**src/rtl/bq_iir_pkg.sv**
```systemverilog
// Shared types and constants for the biquad IIR filter.
// No dependencies; used by the channel interfaces and the top level.
`default_nettype none

package bq_iir_pkg;

  // Fixed field widths
  localparam int COEF_W    = 20;  // signed Q3.16 coefficient
  localparam int STATE_W   = 40;  // delay accumulator width
  localparam int CFG_IDX_W = 3;   // configuration register index

  // Configuration register indexes
  localparam logic [CFG_IDX_W-1:0] REG_FF_COEF0 = 3'd0;
  localparam logic [CFG_IDX_W-1:0] REG_FF_COEF1 = 3'd1;
  localparam logic [CFG_IDX_W-1:0] REG_FF_COEF2 = 3'd2;
  localparam logic [CFG_IDX_W-1:0] REG_FB_COEF1 = 3'd3;
  localparam logic [CFG_IDX_W-1:0] REG_FB_COEF2 = 3'd4;

  // Coefficient reset values (unity pass-through)
  localparam logic signed [COEF_W-1:0] FF_COEF0_RST = 20'sd65536;
  localparam logic signed [COEF_W-1:0] COEF_ZERO_RST = 20'sd0;

  // Sequencer states, one-hot
  typedef enum logic [7:0] {
    ST_IDLE  = 8'b0000_0001,
    ST_MUL0  = 8'b0000_0010,
    ST_ACC0  = 8'b0000_0100,
    ST_ROUND = 8'b0000_1000,
    ST_FB1   = 8'b0001_0000,
    ST_UPD1  = 8'b0010_0000,
    ST_FB2   = 8'b0100_0000,
    ST_UPD2  = 8'b1000_0000
  } state_e;

  // Operand selects for the shared adder
  typedef enum logic [1:0] {
    ADD_A_ACC  = 2'd0,
    ADD_A_D1   = 2'd1,
    ADD_A_D2   = 2'd2,
    ADD_A_ZERO = 2'd3
  } add_a_e;

endpackage

`default_nettype wire

```
**src/rtl/bq_iir_if.sv**
```systemverilog
// Valid/ready channel interfaces of the biquad IIR filter.
// Depends on bq_iir_pkg for the coefficient and index widths.
`default_nettype none

// Input sample channel
interface bq_sample_in_if #(
  parameter int SAMPLE_WIDTH = 16
);
  logic                           valid;
  logic                           ready;
  logic signed [SAMPLE_WIDTH-1:0] sample_in;

  modport source (output valid, output sample_in, input ready);
  modport sink   (input valid, input sample_in, output ready);
endinterface

// Filtered sample channel
interface bq_sample_out_if #(
  parameter int SAMPLE_WIDTH = 16
);
  logic                           valid;
  logic                           ready;
  logic signed [SAMPLE_WIDTH-1:0] sample_out;
  logic                           clipped;

  modport source (output valid, output sample_out, output clipped, input ready);
  modport sink   (input valid, input sample_out, input clipped, output ready);
endinterface

// Coefficient write channel
interface bq_cfg_if;
  logic                                   valid;
  logic                                   ready;
  logic [bq_iir_pkg::CFG_IDX_W-1:0]       index;
  logic [bq_iir_pkg::COEF_W-1:0]          data;

  modport source (output valid, output index, output data, input ready);
  modport sink   (input valid, input index, input data, output ready);
endinterface

`default_nettype wire

```
**src/rtl/biquad_iir_filter_top.sv**
```systemverilog
// Biquad IIR filter, transposed direct form II, one shared multiplier and adder.
// Depends on bq_iir_pkg and the channel interfaces in bq_iir_if.sv.
//
//   channel  dir  payload                      transaction when
//   in_i     in   sample_in                    in_i.valid  & in_i.ready
//   out_o    out  sample_out, clipped          out_o.valid & out_o.ready
//   cfg_i    in   index, data                  cfg_i.valid & cfg_i.ready
//
// Each sample passes through the accept cycle and then seven sequencer steps,
// set by the five products sharing one multiplier and the six sums sharing
// one adder; the next sample is taken only once the sequencer is idle again.
// Reset clears both delay states and loads the coefficients to unity gain.
// A result waits in the output register; the last step holds while it is
// still untaken. Coefficient writes are taken in every cycle.
`default_nettype none

module biquad_iir_filter_top #(
  parameter int SAMPLE_WIDTH   = 16,
  parameter int COEF_FRAC_BITS = 16
) (
  input  wire              clk_i,
  input  wire              rst_ni,
  bq_sample_in_if.sink     in_i,
  bq_sample_out_if.source  out_o,
  bq_cfg_if.sink           cfg_i
);

  localparam int CW   = bq_iir_pkg::COEF_W;
  localparam int SW_ST = bq_iir_pkg::STATE_W;
  localparam int PW   = SAMPLE_WIDTH + CW;
  localparam int AW   = ((PW > SW_ST) ? PW : SW_ST) + 2;
  localparam logic [AW-1:0] RND_HALF = AW'(64'd1 << (COEF_FRAC_BITS - 1));
  localparam logic signed [SAMPLE_WIDTH-1:0] Y_MAX = {1'b0, {(SAMPLE_WIDTH-1){1'b1}}};
  localparam logic signed [SAMPLE_WIDTH-1:0] Y_MIN = {1'b1, {(SAMPLE_WIDTH-1){1'b0}}};
  localparam logic signed [SW_ST-1:0] ST_MAX = {1'b0, {(SW_ST-1){1'b1}}};
  localparam logic signed [SW_ST-1:0] ST_MIN = {1'b1, {(SW_ST-1){1'b0}}};

  bq_iir_pkg::state_e state_q, state_d;

  logic signed [CW-1:0]           coef_q [5];
  logic signed [SAMPLE_WIDTH-1:0] x_q;
  logic signed [SAMPLE_WIDTH-1:0] y_q;
  logic                           clip_q;
  logic signed [PW-1:0]           prod_q;
  logic signed [AW-1:0]           acc_q;
  logic signed [SW_ST-1:0]        d1_q;
  logic signed [SW_ST-1:0]        d2_q;
  logic                           out_valid_q;
  logic signed [SAMPLE_WIDTH-1:0] out_sample_q;
  logic                           out_clip_q;

  logic in_fire, out_fire, step_go;

  // Multiplier and adder controls
  logic                           mul_en;
  logic                           mul_use_y;
  logic [2:0]                     coef_sel;
  logic signed [SAMPLE_WIDTH-1:0] mul_a;
  logic signed [CW-1:0]           mul_b;
  logic signed [PW-1:0]           mul_p;
  bq_iir_pkg::add_a_e             add_a_sel;
  logic                           add_use_prod;
  logic                           add_sub;
  logic signed [AW-1:0]           add_a, add_b, add_sum;
  logic                           state_sat_hi;
  logic signed [SW_ST-1:0]        add_sat;

  // Rounding and output saturation
  logic signed [AW-1:0]           rnd_sum, rnd_shift;
  logic                           y_ovf;
  logic signed [SAMPLE_WIDTH-1:0] y_sat;

  assign in_i.ready  = (state_q == bq_iir_pkg::ST_IDLE);
  assign cfg_i.ready = 1'b1;
  assign in_fire     = in_i.valid && in_i.ready;
  assign out_fire    = out_o.valid && out_o.ready;

  assign out_o.valid      = out_valid_q;
  assign out_o.sample_out = out_sample_q;
  assign out_o.clipped    = out_clip_q;

  // Hold the last step while a previous result is still untaken
  assign step_go = !((state_q == bq_iir_pkg::ST_UPD2) && out_valid_q && !out_o.ready);

  // Sequencer
  always_comb begin
    state_d      = state_q;
    mul_en       = 1'b0;
    mul_use_y    = 1'b0;
    coef_sel     = bq_iir_pkg::REG_FF_COEF0;
    add_a_sel    = bq_iir_pkg::ADD_A_ACC;
    add_use_prod = 1'b1;
    add_sub      = 1'b0;
    case (state_q)
      bq_iir_pkg::ST_IDLE: begin
        if (in_fire) state_d = bq_iir_pkg::ST_MUL0;
      end
      bq_iir_pkg::ST_MUL0: begin
        mul_en       = 1'b1;
        add_a_sel    = bq_iir_pkg::ADD_A_D1;
        add_use_prod = 1'b0;
        state_d      = bq_iir_pkg::ST_ACC0;
      end
      bq_iir_pkg::ST_ACC0: begin
        mul_en   = 1'b1;
        coef_sel = bq_iir_pkg::REG_FF_COEF1;
        state_d  = bq_iir_pkg::ST_ROUND;
      end
      bq_iir_pkg::ST_ROUND: begin
        add_a_sel = bq_iir_pkg::ADD_A_D2;
        state_d   = bq_iir_pkg::ST_FB1;
      end
      bq_iir_pkg::ST_FB1: begin
        mul_en    = 1'b1;
        mul_use_y = 1'b1;
        coef_sel  = bq_iir_pkg::REG_FB_COEF1;
        state_d   = bq_iir_pkg::ST_UPD1;
      end
      bq_iir_pkg::ST_UPD1: begin
        mul_en   = 1'b1;
        coef_sel = bq_iir_pkg::REG_FF_COEF2;
        add_sub  = 1'b1;
        state_d  = bq_iir_pkg::ST_FB2;
      end
      bq_iir_pkg::ST_FB2: begin
        mul_en    = 1'b1;
        mul_use_y = 1'b1;
        coef_sel  = bq_iir_pkg::REG_FB_COEF2;
        add_a_sel = bq_iir_pkg::ADD_A_ZERO;
        state_d   = bq_iir_pkg::ST_UPD2;
      end
      bq_iir_pkg::ST_UPD2: begin
        add_sub = 1'b1;
        if (step_go) state_d = bq_iir_pkg::ST_IDLE;
      end
      default: state_d = bq_iir_pkg::ST_IDLE;
    endcase
  end

  // Shared multiplier
  assign mul_a = mul_use_y ? y_q : x_q;
  always_comb begin
    case (coef_sel)
      bq_iir_pkg::REG_FF_COEF0: mul_b = coef_q[0];
      bq_iir_pkg::REG_FF_COEF1: mul_b = coef_q[1];
      bq_iir_pkg::REG_FF_COEF2: mul_b = coef_q[2];
      bq_iir_pkg::REG_FB_COEF1: mul_b = coef_q[3];
      bq_iir_pkg::REG_FB_COEF2: mul_b = coef_q[4];
      default:                  mul_b = coef_q[0];
    endcase
  end
  assign mul_p = PW'(mul_a) * PW'(mul_b);

  // Shared adder with 40-bit state saturation
  always_comb begin
    case (add_a_sel)
      bq_iir_pkg::ADD_A_ACC:  add_a = acc_q;
      bq_iir_pkg::ADD_A_D1:   add_a = AW'(d1_q);
      bq_iir_pkg::ADD_A_D2:   add_a = AW'(d2_q);
      bq_iir_pkg::ADD_A_ZERO: add_a = '0;
      default:                add_a = acc_q;
    endcase
  end
  assign add_b   = add_use_prod ? AW'(prod_q) : '0;
  assign add_sum = add_sub ? (add_a - add_b) : (add_a + add_b);
  assign state_sat_hi = (&add_sum[AW-1:SW_ST-1]) || !(|add_sum[AW-1:SW_ST-1]);
  assign add_sat = state_sat_hi ? add_sum[SW_ST-1:0]
                 : (add_sum[AW-1] ? ST_MIN : ST_MAX);

  // Round half up, then saturate to the sample width
  assign rnd_sum   = acc_q + $signed(RND_HALF);
  assign rnd_shift = rnd_sum >>> COEF_FRAC_BITS;
  assign y_ovf = !((&rnd_shift[AW-1:SAMPLE_WIDTH-1]) || !(|rnd_shift[AW-1:SAMPLE_WIDTH-1]));
  assign y_sat = y_ovf ? (rnd_shift[AW-1] ? Y_MIN : Y_MAX) : rnd_shift[SAMPLE_WIDTH-1:0];

  // Control state, coefficients and delay states
  always_ff @(posedge clk_i or negedge rst_ni) begin
    if (!rst_ni) begin
      state_q     <= bq_iir_pkg::ST_IDLE;
      out_valid_q <= 1'b0;
      d1_q        <= '0;
      d2_q        <= '0;
      coef_q[0]   <= bq_iir_pkg::FF_COEF0_RST;
      coef_q[1]   <= bq_iir_pkg::COEF_ZERO_RST;
      coef_q[2]   <= bq_iir_pkg::COEF_ZERO_RST;
      coef_q[3]   <= bq_iir_pkg::COEF_ZERO_RST;
      coef_q[4]   <= bq_iir_pkg::COEF_ZERO_RST;
    end else begin
      state_q <= state_d;
      if (state_q == bq_iir_pkg::ST_UPD1) d1_q <= add_sat;
      if ((state_q == bq_iir_pkg::ST_UPD2) && step_go) begin
        d2_q        <= add_sat;
        out_valid_q <= 1'b1;
      end else if (out_fire) begin
        out_valid_q <= 1'b0;
      end
      // Write a coefficient; drop indexes past the list
      if (cfg_i.valid && cfg_i.ready) begin
        case (cfg_i.index)
          bq_iir_pkg::REG_FF_COEF0: coef_q[0] <= cfg_i.data;
          bq_iir_pkg::REG_FF_COEF1: coef_q[1] <= cfg_i.data;
          bq_iir_pkg::REG_FF_COEF2: coef_q[2] <= cfg_i.data;
          bq_iir_pkg::REG_FB_COEF1: coef_q[3] <= cfg_i.data;
          bq_iir_pkg::REG_FB_COEF2: coef_q[4] <= cfg_i.data;
          default: ;
        endcase
      end
    end
  end

  // Datapath registers
  always_ff @(posedge clk_i) begin
    if (in_fire) x_q <= in_i.sample_in;
    if (mul_en) prod_q <= mul_p;
    if (state_q == bq_iir_pkg::ST_ROUND) begin
      y_q    <= y_sat;
      clip_q <= y_ovf;
    end
    if ((state_q == bq_iir_pkg::ST_MUL0) || (state_q == bq_iir_pkg::ST_ACC0) ||
        (state_q == bq_iir_pkg::ST_ROUND) || (state_q == bq_iir_pkg::ST_FB2)) begin
      acc_q <= add_sum;
    end
    if ((state_q == bq_iir_pkg::ST_UPD2) && step_go) begin
      out_sample_q <= y_q;
      out_clip_q   <= clip_q;
    end
  end

`ifndef NO_ASSERTIONS
  // An accepted sample starts the sequence in the next cycle
  a_start: assert property (@(posedge clk_i) disable iff (!rst_ni)
    in_fire |=> (state_q == bq_iir_pkg::ST_MUL0))
    else $error("sequence did not start after input transaction");

  // A new result appears only out of the last step
  a_result_src: assert property (@(posedge clk_i) disable iff (!rst_ni)
    $rose(out_valid_q) |-> $past(state_q == bq_iir_pkg::ST_UPD2))
    else $error("result raised outside the last step");

  // A clipped result sits at a rail
  a_clip_rail: assert property (@(posedge clk_i) disable iff (!rst_ni)
    (out_valid_q && out_clip_q) |-> ((out_sample_q == Y_MAX) || (out_sample_q == Y_MIN)))
    else $error("clipped flag set off the rails");

  // A waiting result is never overwritten by the next one
  a_no_overrun: assert property (@(posedge clk_i) disable iff (!rst_ni)
    (out_valid_q && !out_o.ready && (state_q == bq_iir_pkg::ST_UPD2))
      |=> (state_q == bq_iir_pkg::ST_UPD2))
    else $error("last step left while the result was untaken");
`endif

endmodule

`default_nettype wire

```
**src/flat_wrapper.sv**
```systemverilog
// flat-port wrapper written by rule: the top's interface ports become plain ports
module biquad_iir_filter_top_flat 
#(
  parameter int SAMPLE_WIDTH   = 16,
  parameter int COEF_FRAC_BITS = 16
)
  (clk_i, rst_ni, in_i_valid, in_i_sample_in, in_i_ready, out_o_valid, out_o_sample_out, out_o_clipped, out_o_ready, cfg_i_valid, cfg_i_index, cfg_i_data, cfg_i_ready);
  bq_sample_in_if #(.SAMPLE_WIDTH(SAMPLE_WIDTH)) in_i_i ();
  bq_sample_out_if #(.SAMPLE_WIDTH(SAMPLE_WIDTH)) out_o_i ();
  bq_cfg_if cfg_i_i ();
  input  wire clk_i;
  input  wire rst_ni;
  input wire logic [$bits(in_i_i.valid)-1:0] in_i_valid;
  input wire logic [$bits(in_i_i.sample_in)-1:0] in_i_sample_in;
  output wire logic [$bits(in_i_i.ready)-1:0] in_i_ready;
  output wire logic [$bits(out_o_i.valid)-1:0] out_o_valid;
  output wire logic [$bits(out_o_i.sample_out)-1:0] out_o_sample_out;
  output wire logic [$bits(out_o_i.clipped)-1:0] out_o_clipped;
  input wire logic [$bits(out_o_i.ready)-1:0] out_o_ready;
  input wire logic [$bits(cfg_i_i.valid)-1:0] cfg_i_valid;
  input wire logic [$bits(cfg_i_i.index)-1:0] cfg_i_index;
  input wire logic [$bits(cfg_i_i.data)-1:0] cfg_i_data;
  output wire logic [$bits(cfg_i_i.ready)-1:0] cfg_i_ready;
  assign in_i_i.valid = in_i_valid;
  assign in_i_i.sample_in = in_i_sample_in;
  assign in_i_ready = in_i_i.ready;
  assign out_o_valid = out_o_i.valid;
  assign out_o_sample_out = out_o_i.sample_out;
  assign out_o_clipped = out_o_i.clipped;
  assign out_o_i.ready = out_o_ready;
  assign cfg_i_i.valid = cfg_i_valid;
  assign cfg_i_i.index = cfg_i_index;
  assign cfg_i_i.data = cfg_i_data;
  assign cfg_i_ready = cfg_i_i.ready;
  biquad_iir_filter_top #(.SAMPLE_WIDTH(SAMPLE_WIDTH), .COEF_FRAC_BITS(COEF_FRAC_BITS)) u_core (.clk_i(clk_i), .rst_ni(rst_ni), .in_i(in_i_i), .out_o(out_o_i), .cfg_i(cfg_i_i));
endmodule
```
**config.mk**
```make
export PLATFORM = sky130hd
export DESIGN_NAME = biquad_iir_filter_top_flat
export DESIGN_NICKNAME = d
export VERILOG_FILES = /design/src/rtl/bq_iir_pkg.sv /design/src/rtl/bq_iir_if.sv /design/src/rtl/biquad_iir_filter_top.sv /design/src/flat_wrapper.sv
export SDC_FILE = /design/constraint.sdc
export NUM_CORES = 2
export LEC_CHECK = 0
export BUFFER_PORTS_ARGS = -buffer_cell sky130_fd_sc_hd__buf_2
export CAP_MARGIN = 20
export CORE_UTILIZATION = 50
export DETAILED_ROUTE_END_ITERATION = 8
export GPL_ROUTABILITY_DRIVEN = 0
export PLACE_DENSITY = 0.66
export SYNTH_ARGS = -nofsm -noshare
export SYNTH_HDL_FRONTEND = slang
export SYNTH_SLANG_ARGS = --single-unit
```
**constraint.sdc**
```tcl
create_clock -name clk_i -period 12.2 [get_ports clk_i]
set_input_delay 2.44 -clock clk_i [delete_from_list [all_inputs] [get_ports clk_i]]
set_output_delay 2.44 -clock clk_i [all_outputs]
set_load 0.005 [all_outputs]
```
==> impl_results.rst <==
.. list-table::
   :header-rows: 1

   * - Metric
     - Value
   * - Max clock buf depth
     - 3
   * - Floorplan die width
     - 240.6 um
   * - Multiplexer share of the synthesized area
     - 0.06345
   * - Share of synthesized flip-flops with an asynchronous set or reset
     - 0.5962
   * - Synthesis Warnings
     - 0
   * - Area of all placed cells without fillers
     - 0.03079 mm^2
   * - Critical path capture point type
     - register
   * - Most frequent cells in the layout
     - inv_1 (399), fa_1 (319), nor2_1 (318)
   * - Final hold violation count
     - 0
   * - Setup repair after global routing missed its margin
     - false
   * - Share of layout cells above drive strength 1
     - 0.1080
   * - Syn_nets
     - 3,437
   * - Overall global routing resource usage
     - 0.2840
   * - DRC marker count from the first detailed-route iteration
     - 1,719
   * - Mapped Cells
     - approximately 2,900
   * - Synth Area per Inst
     - a little under 10 um^2
   * - Clk sink count
     - 317
   * - Syn-to-layout area delta
     - 8.197%
   * - CTS root buf
     - clkbuf_16
   * - Register area
     - 0.008576 mm^2
   * - Max stage delay cell, worst path
     - o311ai_0
   * - Setup Total Neg Slack
     - 0 ps
   * - Grt total ovfl
     - 0
   * - Max Fclk
     - 98.79 MHz
   * - Transition time of the tightest slew-check pin
     - 1219 ps
   * - Placeable core area
     - ~0.056 mm^2
   * - Post-Synthesis Cell Area
     - between 0.02 and 0.03 mm^2
   * - Simple logic cell fraction of the synthesized area
     - 0.1299
   * - Crit share post-route
     - 0.8297
   * - Worst max-slew margin expressed relative to the limit
     - 0.1790
   * - Layout Skew
     - between 30 and 40 ps
   * - Number of pins with negative max-slew slack in the final report
     - 0
   * - Clock Pin Slew Worst Setup and Hold Paths
     - roughly 60 ps
   * - Cts bufs inserted
     - 36
   * - Area of the multi-input gates
     - 0.01794 mm^2
   * - Placement row count
     - 87
   * - Number of antenna violations at the first check in global routing
     - 2
   * - Run status
     - finished clean
   * - Yosys reg bits
     - between 300 and 400
   * - Die Area
     - around 0.058 mm^2
   * - Register area share after synthesis
     - 0.3014
   * - TritonCTS clock tree
     - yes
   * - Signal arrival time at the worst endpoint
     - approximately 10,000 ps
   * - Placed instance area
     - 0.02957 mm^2
   * - Die Ht
     - 240.6 um
   * - Mean number of vias per cell
     - 5.847
   * - Critical Path Source Type
     - register
   * - Final antenna-violating net count
     - 0
   * - Number of port buffers
     - 62
   * - Dominant combinational cell family by area after synthesis
     - adder cells
   * - Total DRC errors in the routed layout
     - 0
   * - Wirelength, routed
     - 79,340 um
   * - Library cell appearing most often on the critical path
     - fa_1
   * - Start-to-end type of the worst setup path
     - reg -> reg
   * - Largest net degree at the start of global routing
     - 76
   * - Total number of nets in the final design
     - 3,459
   * - Resize count post-CTS
     - 0
   * - Post-synthesis compound-gate area fraction
     - 0.1167
   * - Vias in the first global route
     - approximately 23,000
   * - Critical path's largest stage delay
     - ~700 ps
   * - Fill cell count
     - 5,007
   * - Number of top-level design ports
     - 64
   * - Leading cell type in the layout, fill and taps excluded
     - inv_1
   * - Leading register cell type out of synthesis
     - dfrtp_1
   * - Data required, critical path
     - between 10,000 and 15,000 ps
   * - Number of vias after detailed routing
     - 21,920
   * - Per-cell routed wire length
     - approximately 21 um
   * - Distinct cell type count of the synthesized netlist
     - 80
   * - Post-CTS Repair Setup Buffers
     - 0
   * - Detailed-router iteration count before antenna repair
     - 7
   * - First-pass GRT wire length
     - 126,200 um
   * - Total of max-cap violations
     - 0
   * - Xor and xnor area share after synthesis
     - 0.03531
   * - Later-pin clock latency in the skew report
     - approximately 580 ps
   * - Post-route minimum period
     - slightly above 10,000 ps
   * - Post-route core utilization
     - 0.5470
   * - Adder-Cell Fraction of Synth Area
     - 0.2829
   * - Maximum fanout count along the critical path
     - 27
   * - Post-DP HPWL
     - 59,160 um
   * - Total of hold buffers inserted after clock tree synthesis
     - 0
   * - Class of the most critical hold timing path
     - reg -> reg
   * - Initial core utilization
     - 0.5056
   * - Final setup vio count
     - 0
   * - Number of enable-type register cells in the synthesized netlist
     - 128
   * - Maximum level of the CTS H-tree
     - 2
-- Yosys cell counts (all sizes together), types with 22 or more instances --
library cell,number,area share
nor2,320,0.042
xnor2,79,0.025
edfxtp,128,0.14
a21oi,170,0.030
clkbuf,93,0.012
fa,319,0.22
nor3,22,0.0040
a31oi,22,0.0054
nand2,299,0.040
ha,133,0.058
a22oi,41,0.011
nand3,52,0.0091
nand2b,34,0.0075
inv,400,0.053
mux2,115,0.046
a21o,39,0.010
o21ai,120,0.021
buf,26,0.0048
xor2,34,0.010
mux2i,51,0.018
dfrtp,187,0.16
-- through the flow --
| step | hold slack, ps | worst slack, ps | cells |
|---|---|---|---|
| global route | 451.8 | 1543 | 3747 |
| finish | 440.6 | 2078 | 3748 |
| detailed placement | 422.9 | 2178 | 3677 |
| global placement | 417.8 | 2377 | 3677 |
| CTS | 449.0 | 2134 | 3743 |
| floorplan | 400.3 | 3764 | 2941 |
-- cell families after synthesis --
logic type | after synthesis
AO/OA/AOI/OAI | 529
XOR/XNOR | 113
adder cells (fa/ha/maj) | 452
buffers and inverters | 520
flip-flops | 317
multiplexers | 166
other | 1
AND/OR/NAND/NOR | 843
-- state kept, by name (all words and copies together) (netlist names) --
register,cells
u_core.x_q,16
u_core.state_q,8
u_core.out_o.clipped,1
u_core.out_o.valid,1
u_core.y_q,16
u_core.coef_q,100
u_core.d2_q,40
u_core.prod_q,36
u_core.out_o.sample_out,16
u_core.clip_q,1
u_core.d1_q,40
u_core.acc_q,42
-- per-layer routing --
layer / GRT usage / share of wire / wire (um) / vias to the layer above
met5: 0 / 0 / 0 / -
met4: 0.1125 / 0.038 / 3051 / 0
met3: 0.04907 / 0.079 / 6285 / 210
met2: 0.4782 / 0.48 / 38140 / 952
met1: 0.3641 / 0.40 / 31870 / 10950
li1: - / - / - / 9801
-- final timing paths --
kind,end,slack [ps],depth (start not counted),from
min reg2reg,u_core.out_o.clipped,440,0,u_core.clip_q
min in group asynchronous,u_core.d1_q[3],1890,1,rst_ni
max,u_core.prod_q[35],2080,31,u_core.state_q[5]
max reg2reg,u_core.prod_q[35],2080,31,u_core.state_q[5]
max in group asynchronous,u_core.coef_q[48],8330,3,rst_ni
min,u_core.out_o.clipped,440,0,u_core.clip_q
-- worst max-delay path, delay by kind of cell (launching register included) --
family                   cells  cell delay, ps
buffers and inverters        7            1320
adder cells (fa/ha/maj)      7            3140
XOR/XNOR                     1             100
flip-flops                   1             420
AO/OA/AOI/OAI                8            2410
AND/OR/NAND/NOR              8            2410
-- layout make-up --
type                    instances  area share
multi-input cells            2104      0.5828
diodes                          1  0.00008128
repair buffers                103     0.02073
clock inverters                20    0.005243
clock buffers                  46     0.03280
inverters                     401     0.04906
flip-flops and latches        317      0.2786
well taps                     756     0.03073
Power is not shown: default switching activity piles up to over one toggle a cycle in this logic, so the estimate is an artifact.
